[src/rtl/core/mlfq_ram.sv]
// ----------------------------------------------------------------------------
// mlfq_ram: generic single-port-write, registered-read RAM
// One write and one read per cycle.
// ----------------------------------------------------------------------------
module mlfq_ram #(
    parameter int WIDTH = 8,
    parameter int DEPTH = 64
) (
    input  logic                     i_clk,
    input  logic                     i_we,
    input  logic [$clog2(DEPTH)-1:0] i_waddr,
    input  logic [WIDTH-1:0]         i_wdata,
    input  logic                     i_re,
    input  logic [$clog2(DEPTH)-1:0] i_raddr,
    output logic [WIDTH-1:0]         o_rdata
);
    logic [WIDTH-1:0] r_mem [DEPTH];
    logic [WIDTH-1:0] r_rdata;

    always_ff @(posedge i_clk) begin
        if (i_we) begin
            r_mem[i_waddr] <= i_wdata;
        end
        if (i_re) begin
            r_rdata <= r_mem[i_raddr];
        end
    end

    assign o_rdata = r_rdata;
endmodule

[config.mk]
export PLATFORM = sky130hd
export DESIGN_NAME = mlfq_ram
export DESIGN_NICKNAME = d
export VERILOG_FILES = /design/src/rtl/core/mlfq_ram.sv
export SDC_FILE = /design/constraint.sdc
export NUM_CORES = 1
export LEC_CHECK = 0
export ABC_AREA = 1
export BUFFER_PORTS_ARGS = -buffer_cell sky130_fd_sc_hd__buf_2
export CORE_ASPECT_RATIO = 1.5
export CORE_MARGIN = 2
export CORE_UTILIZATION = 63
export CTS_BUF_LIST = sky130_fd_sc_hd__clkbuf_16
export DETAILED_ROUTE_END_ITERATION = 16
export PLACE_DENSITY = 0.8
export SETUP_SLACK_MARGIN = 0.15
export SYNTH_ARGS = -nofsm -noshare
export SYNTH_HDL_FRONTEND = slang
export SYNTH_SLANG_ARGS = --single-unit
[constraint.sdc]
create_clock -name i_clk -period 2.7 [get_ports i_clk]
set_clock_uncertainty 0.15 [all_clocks]
set_input_delay 0.27 -clock i_clk [delete_from_list [all_inputs] [get_ports i_clk]]
set_output_delay 0.27 -clock i_clk [all_outputs]
set_load 0.01 [all_outputs]
After elaboration in Yosys (flattened, before gate mapping):

Memories as Yosys holds them, arrays and structs flattened. A register that Yosys moved wholly into a read port is not among the register bits.
Cells that the tools add are included.

* register bits: 0
* bits in writable memories: 512
* output and inout port bits: 8
* word-level logic and storage cells: 3
* memories: 1

Memory list
* r_mem: words 64, bits a word 8, read ports 1, clocked after Yosys merged registers in 1, wr ports 1, RTL line 17 `logic [WIDTH-1:0] r_mem [DEPTH];`

* multiplexer cells: 2

Operators by type and width (number)
* $mux W1: 2

Longest topological paths before layout:

* depth in word-level cells: 2
* gate-level depth with buffers: 12
* gate-level depth less buffers: 9

Worst setup path after synthesis:

OpenSTA, ideal clock, no wires.

* kind: input-to-reg
* start point: input i_we
* end point: memory r_mem[48][0] (enable)
* library setup time: 0.395 ns
* arrival: 1.641 ns
* data required time: 2.155 ns
* path slack: 0.514 ns
* stages on the path: 3
* buffers on the path: 1
* cell sequence: clkbuf_1 nand4_1 nor4_1

* longest elaborated chain between the ends: 2

RTL lines
* from (decl): RTL line 10 `input logic i_we,`
* $mux W1: RTL line 21 `if (i_we) begin`
* $mux W1 (not written as such): RTL line 22 `r_mem[i_waddr] <= i_wdata;`
* to (decl): RTL line 17

Every way passes these cells.

==> impl_table.tex <==
\begin{tabular}{lr}
\hline
Metric & Value \\
\hline
\multicolumn{2}{l}{\textbf{Setup path}} \\
Maximum cell stage delay along the critical path & approximately 0.27 ns \\
Endpoint class of the critical path & flip-flop \\
R2r endpoint & o\_rdata[6] \\
Required time worst endpoint & around 2.9 ns \\
Worst-case reg-to-reg path depth & 8 \\
Startpoint class of the critical path & input pin \\
Worst R2R Setup Slack & around 1.1 ns \\
Setup Crit Path Kind & input pin to flip-flop \\
Worst r2r src & r\_mem[10][6] \\
Worst-path fanout max & 39 \\
Cell Chain, Critical Path & buf\_6 > inv\_6 > buf\_4 > nand2\_1 > nand3\_1 > nand3\_1 > nand2\_1 > nand2\_1 > nand3\_1 > nand3\_1 > nand2\_1 \\
Highest-delay cell along the critical path & buf\_6 \\
CP Data Arrival Time & about 1.9 ns \\
\multicolumn{2}{l}{\textbf{Logic synthesis}} \\
Async set or reset register ratio after synthesis & 0\% \\
Xor/xnor cell area share of the yosys netlist & 0\% \\
Synthesized area & around 21000 um2 \\
Most numerous cell in the Yosys netlist & nand2\_1 \\
Synth Register Bits & 520 \\
Number of warning messages in the yosys log & 0 \\
Number of nets produced by synthesis & 1828 \\
Mux share of post-synthesis cell area & 0\% \\
Primary FF master, synth & edfxtp\_1 \\
Sequential element share of the synthesized area & $\sim$73\% \\
Post-synthesis adder-cell area fraction & 0\% \\
Dominant combinational cell family by area after synthesis & simple AND/OR/NAND/NOR gates \\
Commonest cells in the synthesized netlist & nand2\_1 (648), edfxtp\_1 (520), nand3\_1 (439) \\
Biggest area consumer among synthesized cells & edfxtp\_1 \\
Area share of and/or/nand/nor cells after synthesis & a little under a quarter \\
Number of synthesized flops with an enable pin & 520 \\
Portion of synthesized cell area occupied by the leading cell type & approximately 73\% \\
Number of unique standard cell types used by synthesis & 15 \\
Compound-cell area share of the yosys netlist & 0\% \\
Synthesized netlist cell count & $\sim$1800 \\
Main area contributors after synthesis & edfxtp\_1 (73\%), nand2\_1 (11\%), nand3\_1 (10\%) \\
Avg Synthesized Cell Area & $\sim$12 um2 \\
\multicolumn{2}{l}{\textbf{Drt}} \\
Final Routed Wirelength & about 53 mm \\
Via/cell ratio & roughly 6.3 \\
Starting DRT DRC Count & slightly above 2000 \\
Drc violations & 0 \\
Number of detailed-routing iterations run before antenna repair & 6 \\
Vias after detailed routing & around 15000 \\
Antenna-violating nets left & 0 \\
Average wire length per cell after detail routing & between 20 and 25 um \\
\multicolumn{2}{l}{\textbf{STA}} \\
Slew headroom & 42.03\% \\
Worst Tran Pin Value & about 0.87 ns \\
Tcrit/Tclk final & between 60\% and 70\% \\
Count of endpoints failing setup in the final report & 0 \\
Highest clock rate & about 580 MHz \\
Worst hold slack after final layout & between 0.08 and 0.09 ns \\
Period minus WS final & between 1.5 and 2 ns \\
Max-slew violation count & 0 \\
Sum Neg Setup Slack & 0 ns \\
Setup repair after global routing missed its margin & no \\
Hold Violations, Final & 0 \\
\multicolumn{2}{l}{\textbf{Min path}} \\
Capture endpoint of the worst hold path & o\_rdata[2] \\
Min-delay worst type & input pin to flip-flop \\
Number of cells on the worst hold path & 4 \\
Worst hold path startpoint & i\_raddr[4] \\
\multicolumn{2}{l}{\textbf{Pwr}} \\
Total leakage power & 8.643 nW \\
Power per Cell Area & just under 700 nW/um2 \\
Overall power of the completed layout & between 15 and 20 mW \\
IR drop worst, VDD & 0.4502 mV \\
\multicolumn{2}{l}{\textbf{Global routing}} \\
Met2 Usage GRT & about 51\% \\
Global-route wire length before repair & between 80 and 90 mm \\
Largest net degree at the start of global routing & between 90 and 100 \\
Most congested layer reported by global routing & met2 \\
Gr usage total & a little under a third \\
Via count of the first global-routing pass & roughly 14000 \\
Global routing met1 resource utilization & between 30\% and 40\% \\
Gr ovfl total & 0 \\
Initial antenna violation count & 1 \\
Met3 layer usage reported by global route & under 10\% \\
\multicolumn{2}{l}{\textbf{Layout}} \\
Number of nets at the end of the flow & approximately 1900 \\
Fraction of layout cells with a size suffix above 1 & under 10\% \\
Number of antenna diodes & 0 \\
Number of filler cells placed in the layout & between 2000 and 2500 \\
Layout-stage area growth over the synthesis result & 10.06\% \\
\multicolumn{2}{l}{\textbf{Clock network}} \\
Resized Gates After CTS & 0 \\
CTS tree & built \\
Clock transition at the registers of the reported paths & 0.07 ns \\
Worst-Skew Late Latency & around 0.56 ns \\
Inserted Clock Buffers & 44 \\
CTS root buffer & clkbuf\_16 \\
H-tree depth reported by CTS & 2 \\
Clock buffer depth & 3 \\
Sinks on Clock Net & 520 \\
\multicolumn{2}{l}{\textbf{Floorplanning}} \\
Y dimension of the die & approximately 230 um \\
Die width & about 150 um \\
I/O pin count & 31 \\
Number of core rows & 82 \\
Starting density of the core & between 60 and 70\% \\
Core box area & roughly 33000 um2 \\
Die Area & around 36000 um2 \\
\multicolumn{2}{l}{\textbf{Placement}} \\
Count of port buffers added during placement & 30 \\
Final HPWL from detailed placement & about 32 mm \\
Placer Congestion & 0.9058 \\
\multicolumn{2}{l}{\textbf{Job}} \\
Max-cap viol count & 0 \\
\multicolumn{2}{l}{\textbf{Run status}} \\
Status & finished, final reports clean \\
\hline
\end{tabular}
[metrics by stage]
step	worst slack (ns)	area [um2]	instances	util, %
floorplan	0.5139	21420	1805	-
global placement	0.4983	22220	2236	66.42
detailed placement	0.4611	22220	2236	66.42
CTS	1.005	23580	2313	70.48
global route	0.9080	23580	2313	70.48
finish	0.9713	23580	2313	70.48
[state kept, by name (all words and copies together) (netlist names)]
signal   flops
r_mem      512
o_rdata      8
[worst max path at each step]
stage               cells after the start        from      endpoint
finish                                 11  i_raddr[0]    o_rdata[6]
global route                           11  i_raddr[0]    o_rdata[6]
CTS                                    11  i_raddr[0]    o_rdata[6]
detailed placement                     11  i_raddr[0]    o_rdata[0]
global placement                       11  i_raddr[0]    o_rdata[0]
floorplan                               3        i_we  r_mem[48][0]
[layout by cell type, fill, tap and decap left out, drive strengths merged]
cell type and count:
buf 124, edfxtp 520, nand4 9, clkinvlp 1, clkinv 16, nor4 8
inv 22, nand2 648, bufinv 3, nand3 439, dlygate4sd3 2, clkbuf 45
nor2 56
[critical path, delay by kind of cell]
kind | cells | cell delay, ns
simple gates | 8 | 0.85
buf+inv | 3 | 0.76
[power by group]
group	switching, mW	internal, mW	total [mW]
registers	0.0224	8.95	8.97
logic	0.809	0.287	1.10
clock network	2.75	3.30	6.05
total	3.58	12.5	16.1
[kinds of logic (layout without fill, tap and decap cells)]
family | count (synthesis) | after routing
buffers and inverters | 125 | 213
DFF | 520 | 520
and+or+nand+nor | 1160 | 1160
[per-layer routing]
metal,part of all wire (%),vias to the layer above
met3,9.6,217
met5,0.021,-
li1,-,6458
met4,6.8,2
met2,50,983
met1,34,6917
[layout make-up]
| class | instances | area (um2) | area share, % |
|---|---|---|---|
| clock buffer | 45 | 1126 | 4.777 |
| clock inverter | 30 | 212.7 | 0.9022 |
| inverter | 12 | 52.55 | 0.2229 |
| multi-input combinational | 1160 | 4946 | 20.98 |
| sequential | 520 | 15620 | 66.24 |
| tap | 420 | 525.5 | 2.229 |
| timing repair buffer | 126 | 1097 | 4.654 |
[repair_timing]
action | CTS | global route
buffers inserted | 0 | 0
hold endpoints to repair | 14 | 0
hold buffers | 2 | 0
No activity file was read; power rests on OpenSTA's default activity.
