**config.mk**
```make
export PLATFORM = sky130hd
export DESIGN_NAME = mlfq_slot_alu
export DESIGN_NICKNAME = d
export VERILOG_FILES = /design/src/rtl/core/mlfq_pkg.sv /design/src/rtl/core/mlfq_slot_alu.sv
export SDC_FILE = /design/constraint.sdc
export NUM_CORES = 1
export LEC_CHECK = 0
export BUFFER_PORTS_ARGS = -buffer_cell sky130_fd_sc_hd__buf_2
export CAP_MARGIN = 20
export CORE_AREA = 3 3 174 176
export DETAILED_ROUTE_END_ITERATION = 6
export DIE_AREA = 0 0 177 179
export PLACE_DENSITY_LB_ADDON = 0.2
export SLEW_MARGIN = 0
export SYNTH_ARGS = -nofsm -noshare
export SYNTH_HDL_FRONTEND = slang
export SYNTH_SLANG_ARGS = --single-unit
```
**constraint.sdc**
```tcl
create_clock -name vclk -period 3.8
set_input_delay 0.19 -clock vclk [all_inputs]
set_output_delay 0.19 -clock vclk [all_outputs]
set_load 0.005 [all_outputs]
```
**src/rtl/core/mlfq_pkg.sv**
```systemverilog
// ----------------------------------------------------------------------------
// mlfq_pkg: shared types and constants of the feedback-queue scheduler
// Word formats, slot record layout, opcodes, status codes and unit controls.
// ----------------------------------------------------------------------------
package mlfq_pkg;

    localparam int SLOTS_DEF = 64;
    localparam int LEVELS    = 4;
    localparam int CNT_W     = 16;
    localparam int PID_W     = 32;
    localparam int CHAN_W    = 32;
    localparam int TICK_W    = 32;
    localparam int SLICE_W   = 8;
    localparam int CFG_IDX_W = 3;
    localparam int CFG_W     = 16;

    localparam logic [15:0]                    BOOST_RESET = 16'd100;
    localparam logic [LEVELS-1:0][SLICE_W-1:0] SLICE_RESET = {8'd8, 8'd4, 8'd2, 8'd1};

    typedef enum logic [2:0] {
        OP_ALLOC  = 3'd0,
        OP_PICK   = 3'd1,
        OP_YIELD  = 3'd2,
        OP_SLEEP  = 3'd3,
        OP_WAKEUP = 3'd4,
        OP_EXIT   = 3'd5,
        OP_FREE   = 3'd6,
        OP_QUERY  = 3'd7
    } t_opcode;

    localparam logic [2:0] ST_UNUSED   = 3'd0;
    localparam logic [2:0] ST_SLEEPING = 3'd1;
    localparam logic [2:0] ST_RUNNABLE = 3'd2;
    localparam logic [2:0] ST_RUNNING  = 3'd3;
    localparam logic [2:0] ST_ZOMBIE   = 3'd4;

    localparam logic [1:0] RS_NORMAL = 2'd0;
    localparam logic [1:0] RS_IO     = 2'd1;
    localparam logic [1:0] RS_DEVICE = 2'd2;

    localparam logic [CFG_IDX_W-1:0] CFG_BOOST  = 3'd0;
    localparam logic [CFG_IDX_W-1:0] CFG_SLICE0 = 3'd1;
    localparam logic [CFG_IDX_W-1:0] CFG_SLICE1 = 3'd2;
    localparam logic [CFG_IDX_W-1:0] CFG_SLICE2 = 3'd3;
    localparam logic [CFG_IDX_W-1:0] CFG_SLICE3 = 3'd4;

    typedef struct packed {
        t_opcode      opcode;
        logic [5:0]   slot;
        logic [31:0]  channel;
        logic [1:0]   wake_reason;
        logic [31:0]  tick;
    } t_in_word;

    typedef struct packed {
        logic         found;
        logic [5:0]   result_slot;
        logic [31:0]  process_id;
        logic [1:0]   level;
        logic [2:0]   slot_status;
        logic [15:0]  waited_ticks;
        logic [15:0]  run_ticks;
        logic [15:0]  preemptions;
        logic [15:0]  boosts;
        logic [15:0]  io_wakeups;
        logic [15:0]  device_wakeups;
        logic [1:0]   last_reason;
    } t_out_word;

    typedef struct packed {
        logic [2:0]         st;
        logic [1:0]         lvl;
        logic [SLICE_W-1:0] slice;
        logic [CHAN_W-1:0]  chan;
        logic [PID_W-1:0]   pid;
        logic [CNT_W-1:0]   wait_cnt;
        logic [CNT_W-1:0]   run_cnt;
        logic [CNT_W-1:0]   preempt_cnt;
        logic [CNT_W-1:0]   boost_cnt;
        logic [CNT_W-1:0]   io_cnt;
        logic [CNT_W-1:0]   dev_cnt;
        logic [1:0]         reason;
    } t_slot_rec;

    typedef enum logic [3:0] {
        M_AGE,
        M_WAKE,
        M_FIND_FREE,
        M_PICK,
        M_YIELD,
        M_SLEEP,
        M_EXIT,
        M_FREE,
        M_QUERY
    } t_alu_mode;

    typedef struct packed {
        t_alu_mode                    mode;
        logic                         boost;
        logic [1:0]                   lvl;
        logic [CHAN_W-1:0]            chan;
        logic [1:0]                   reason;
        logic [PID_W-1:0]             pid;
        logic [LEVELS-1:0][SLICE_W-1:0] slices;
    } t_alu_ctl;

endpackage

```
**src/rtl/core/mlfq_slot_alu.sv**
```systemverilog
// ----------------------------------------------------------------------------
// mlfq_slot_alu: shared slot update unit
// Tests one slot record against the current operation and forms its new value.
// ----------------------------------------------------------------------------
module mlfq_slot_alu (
    input  mlfq_pkg::t_alu_ctl  i_ctl,
    input  mlfq_pkg::t_slot_rec i_rec,
    output mlfq_pkg::t_slot_rec o_rec,
    output logic                o_match
);
    import mlfq_pkg::*;

    logic [SLICE_W-1:0] slice_n;
    logic [1:0]         rsn;

    function automatic logic [CNT_W-1:0] sat_inc(input logic [CNT_W-1:0] v);
        return (v == '1) ? v : v + 1'b1;
    endfunction

    always_comb begin
        o_rec   = i_rec;
        o_match = 1'b0;
        slice_n = (i_rec.slice == '1) ? i_rec.slice : i_rec.slice + 1'b1;
        rsn     = (i_ctl.reason == RS_IO || i_ctl.reason == RS_DEVICE) ? i_ctl.reason
                                                                        : RS_NORMAL;
        case (i_ctl.mode)
            M_AGE: begin
                if (i_rec.st == ST_RUNNABLE) begin
                    o_rec.wait_cnt = sat_inc(i_rec.wait_cnt);
                end
                if (i_ctl.boost && i_rec.st != ST_UNUSED) begin
                    o_rec.lvl       = '0;
                    o_rec.slice     = '0;
                    o_rec.wait_cnt  = '0;
                    o_rec.boost_cnt = sat_inc(i_rec.boost_cnt);
                end
            end
            M_WAKE: begin
                o_match = (i_rec.st == ST_SLEEPING) && (i_rec.chan == i_ctl.chan);
                if (o_match) begin
                    o_rec.st     = ST_RUNNABLE;
                    o_rec.reason = rsn;
                    if (rsn != RS_NORMAL) begin
                        if (i_rec.lvl != '0) begin
                            o_rec.lvl = i_rec.lvl - 1'b1;
                        end
                        o_rec.slice = '0;
                        if (rsn == RS_IO) begin
                            o_rec.io_cnt = sat_inc(i_rec.io_cnt);
                        end else begin
                            o_rec.dev_cnt = sat_inc(i_rec.dev_cnt);
                        end
                    end
                end
            end
            M_FIND_FREE: begin
                o_match = (i_rec.st == ST_UNUSED);
                o_rec     = '0;
                o_rec.pid = i_ctl.pid;
                o_rec.st  = ST_RUNNABLE;
            end
            M_PICK: begin
                o_match = (i_rec.st == ST_RUNNABLE) && (i_rec.lvl == i_ctl.lvl);
                o_rec.wait_cnt = '0;
                o_rec.st       = ST_RUNNING;
            end
            M_YIELD: begin
                o_match = (i_rec.st == ST_RUNNING);
                if (o_match) begin
                    o_rec.run_cnt     = sat_inc(i_rec.run_cnt);
                    o_rec.preempt_cnt = sat_inc(i_rec.preempt_cnt);
                    o_rec.slice       = slice_n;
                    if (slice_n >= i_ctl.slices[i_rec.lvl]) begin
                        if (i_rec.lvl != 2'(LEVELS - 1)) begin
                            o_rec.lvl = i_rec.lvl + 1'b1;
                        end
                        o_rec.slice = '0;
                    end
                    o_rec.st = ST_RUNNABLE;
                end
            end
            M_SLEEP: begin
                o_match = (i_rec.st == ST_RUNNING);
                if (o_match) begin
                    o_rec.chan  = i_ctl.chan;
                    o_rec.slice = '0;
                    o_rec.st    = ST_SLEEPING;
                end
            end
            M_EXIT: begin
                o_match = (i_rec.st == ST_RUNNING);
                if (o_match) begin
                    o_rec.st = ST_ZOMBIE;
                end
            end
            M_FREE: begin
                o_match = (i_rec.st == ST_ZOMBIE);
                if (o_match) begin
                    o_rec = '0;
                end
            end
            M_QUERY: begin
                o_match = 1'b1;
            end
            default: begin
                o_match = 1'b0;
            end
        endcase
    end
endmodule

```
; Word level (Yosys, flattened, before mapping)
; Cells that the tools add are included.
[classes]
n_addsub = 9
magnitude_cmp = 2
eq_ne = 25
mux = 39
n_reduce_logical = 11
[ops]
columns = op, n
row1 = one-hot mux 32 bit (3 select lines), 2
row2 = two-way mux 16 bit, 11
row3 = two-way mux 175 bit, 1
row4 = one-hot mux 34 bit (3 select lines), 1
row5 = "adder 16 x 1 -> 16 bit, second input constant", 6
row6 = "equality test 16 bit, second input constant", 6
row7 = one-hot mux 16 bit (3 select lines), 2
row8 = two-way mux 32 bit, 2
row9 = one-hot mux 32 bit (2 select lines), 1
row10 = one-hot mux 8 bit (6 select lines), 1
row11 = two-way mux 40 bit, 1
row12 = two-way mux 34 bit, 1
row13 = equality test 32 bit, 1
row14 = two-way mux 10 bit, 3
row15 = two-way mux 13 bit, 2
row16 = one-hot mux 3 bit (7 select lines), 1
row17 = binary-select mux 8 bit (select 2 bit), 1
row18 = "equality test 4 x 3 -> 1 bit, second input constant", 4
row19 = two-way mux 8 bit, 2
row20 = one-hot mux 2 bit (5 select lines), 1
row21 = "adder 8 x 1 -> 8 bit, second input constant", 1
row22 = "equality test 4 x 2 -> 1 bit, second input constant", 2
row23 = "equality test 8 bit, second input constant", 1
row24 = >= comparator 8 bit, 1
row25 = other kinds (23), 31
[totals]
register_bits = 0
inputBits = 280
output_inout_bits = 176

; Depth between registers and ports, before layout
[depth]
depth_word = 8
mapped_depth = 13
mapped_depth_nobuf = 12

; Least setup slack after synthesis
; Ideal clock, no wire load.
[synth_path]
path_kind = in2out
startpoint = input i_rec[167] (netlist name)
endpoint = output o_rec[164] (netlist name)
t_arrival_ps = 2952
t_required_ps = 3610
path_slack_ps = 658
stages = 12
path_buffers = 1
path_cell_list = clkbuf_1 -> nand3_1 -> nor3_1 -> mux2_2 -> ha_1 -> o21ai_0 -> a21oi_1 -> or3_1 -> a21oi_1 -> o21ai_0 -> a211oi_1 -> a21o_1
[synth_rtl]
columns = element, line
row1 = "start, declared", mlfq_slot_alu.sv:7  ; input mlfq_pkg::t_slot_rec i_rec,
row2 = "end, declared", mlfq_slot_alu.sv:8  ; output mlfq_pkg::t_slot_rec o_rec,

==> results.cfg <==
[sta]
hold_ws_ns = 0.668
slew_violations = 0
tightestPinTransition_ns = 0.944
fin_tns_setup_ns = 0
fin_crit_sh_pct = 94.6
setup_viol = 0
hold_viol_final = 0
fin_crit_ns = 3.59
fmax_ghz = 0.278
relSlewSlack_pct = 36.4
rsz0062_at_grt = false

[yosys]
syn_avg_cell_area_sq_um = 6.03
synth.largest_area_cell = a22o_1
synth_top_area_share_pct = 11.9
synth_area_leaders = a22o_1 (12%), nand2_1 (8.0%), o21ai_0 (7.2%), nand3_1 (6.0%), a21oi_1 (5.6%)
ys_seq_area_share_pct = 0
netlist_area_sq_um = 5460
yosys.cell_types.count = 64
yosys_warnings = 0
synth_nets = 1204
syn_inst = 906

[die]
die_area_sq_um = 31700
die_x_um = 177
start_util_pct = 19.0
ios = 456
die_h_um = 179
rows = 62
core-area_sq_um = 28800

[routing]
drtIter0Drc = 513
firstDrtPassIters = 5
vias = 8968
vias_per_cell = 5.23
drc_errors = 0
drt_wl_total_mm = 34.1
ant_nets = 0
wire_per_inst_um = 19.9

[global_route]
grt_pass1_wl_mm = 48.7
overflow = 0
grt_use_total_pct = 19.5
grt_pass1_vias = 8357
antenna_found_initial = 8
grt_max_degree = 41

[setup_path]
critical_path_class = input port to primary output
crit_required_ns = 3.61
crit_slowest_cell = or4_1
crit_chain = buf_2 > or3b_1 > or4_1 > or4_1 > nor3_2 > nand3_1 > buf_4 > or4_1 > nand3_1 > buf_2
worstSetupStartpointType = input port
path_buf_inv = 3
cp.arrival_ns = 3.40
crit_fanout = 14
crit_top_cell = or4_1
cp_top_family = simple AND/OR/NAND/NOR gates
slowest_delay_ns = 0.56
cp-end-kind = primary output

[cells_and_area]
seq_cell_count = 0
final_core_util_pct = 28.5
ff_latch_area_sq_um = 0
syn2layout_area_growth_pct = 50.1
fin_cells = 1714
final_net_count = 1626
n_clock_buffer = 0
layout-drive-gt1-share_pct = 38.2

[power]
clockPowerShare_pct = 0
powerDensity_nw_per_um2 = 106
seqPwrFrac_pct = 0
p_comb_share_pct = 100.0
vdd_drop_max_uv = 42.8
power_switching_uw = 486
p_sw_share_pct = 55.7
internal-power_uw = 387
leakagePower_nw = 3.78

[clock_network]
cts_hold_buf = 0
postCtsSetupBuffers = 0
ctsResizeCount = 0

[min_path]
hp-start = i_rec[99]
hold_path_depth = 3
hp-class = input port to primary output
hold_path_end = o_rec[99]

[flow_run]
drv_cap = 0

[placement]
hpwl_mm = 29.5
placed_cells_incl_taps = 1710
gp_congestion = 0.889
io_buffers = 456

[status]
status = finished, final reports clean
-- synth_stat cells, types with 27 or more instances --
master / number
a22o_1: 74
a31oi_1: 32
a21oi_1: 61
nand2_1: 116
nand3_1: 66
nor3_1: 30
nor2_1: 74
nand4_1: 30
o21ai_0: 79
nand2b_1: 27
inv_1: 27
clkbuf_1: 49
-- area by class of cell --
class / count / area, sq um
multi-input cells: 819 / 5140
well taps: 384 / 480
fillers: 3298 / 20600
inverters: 27 / 101
repair buffers: 480 / 2460
diodes: 4 / 10.0
-- cells by family (layout without fill, tap and decap cells) --
family / after synthesis / in the layout / share of synthesized area (%)
fa+ha+maj: 18 / 18 / 4.12
xor+xnor: 28 / 28 / 4.49
simple gates: 431 / 431 / 40.0
mux: 15 / 15 / 4.70
other cells: 0 / 4 / 0
compound gates: 327 / 327 / 40.3
buf+inv: 87 / 507 / 6.35
-- placed cells by master, fill, tap and decap left out, types with 24 or more instances in the layout --
master	count
nand2_1	116
a31oi_1	32
nand3_1	66
nand2b_1	26
a21oi_1	61
buf_4	24
inv_1	27
buf_2	456
o21ai_0	79
a22o_1	74
nand4_1	30
nor2_1	74
nor3_1	26
-- power groups by stage --
| stage | sequential, mW | combinational [mW] | clock (mW) |
|---|---|---|---|
| 2_1_floorplan | 0 | 0.378 | 0 |
| 3_3_place_gp | 0 | 0.873 | 0 |
| 3_5_place_dp | 0 | 0.877 | 0 |
| 4_1_cts | 0 | 0.880 | 0 |
| 5_1_grt | 0 | 0.961 | 0.000000141 |
| 6_report | 0 | 0.872 | 0.000000141 |
-- how the worst max path moves through the flow --
stage | slack, ns | end | cells after the start | startpoint
6_report | 0.21 | o_rec[21] | 10 | i_rec[173]
5_1_grt | 0.03 | o_rec[169] | 10 | i_rec[173]
4_1_cts | 0.18 | o_rec[169] | 10 | i_rec[173]
2_1_floorplan | 0.66 | o_rec[164] | 12 | i_rec[167]
3_3_place_gp | 0.24 | o_rec[166] | 10 | i_rec[173]
3_5_place_dp | 0.19 | o_rec[169] | 10 | i_rec[173]
-- layer usage --
metal  part of all wire (%)  GRT usage, %  vias to the layer above  wire length [um]
met3                    6.6          3.07                       54              2260
met2                     50          36.1                      386             16900
met4                    3.1          4.98                        8              1050
li1                       -             -                     4354                 -
met1                     41          23.4                     4166             13800
met5                   0.17             0                        -                58
-- per-stage QoR --
stage	setup slack [ns]	area (sq um)	power (mW)
2_1_floorplan	0.658	5460	0.378
3_3_place_gp	0.242	8190	0.873
3_5_place_dp	0.186	8190	0.877
4_1_cts	0.177	8190	0.880
5_1_grt	0.0333	8200	0.961
6_report	0.205	8200	0.872
Power figures use the tool's default switching activity.
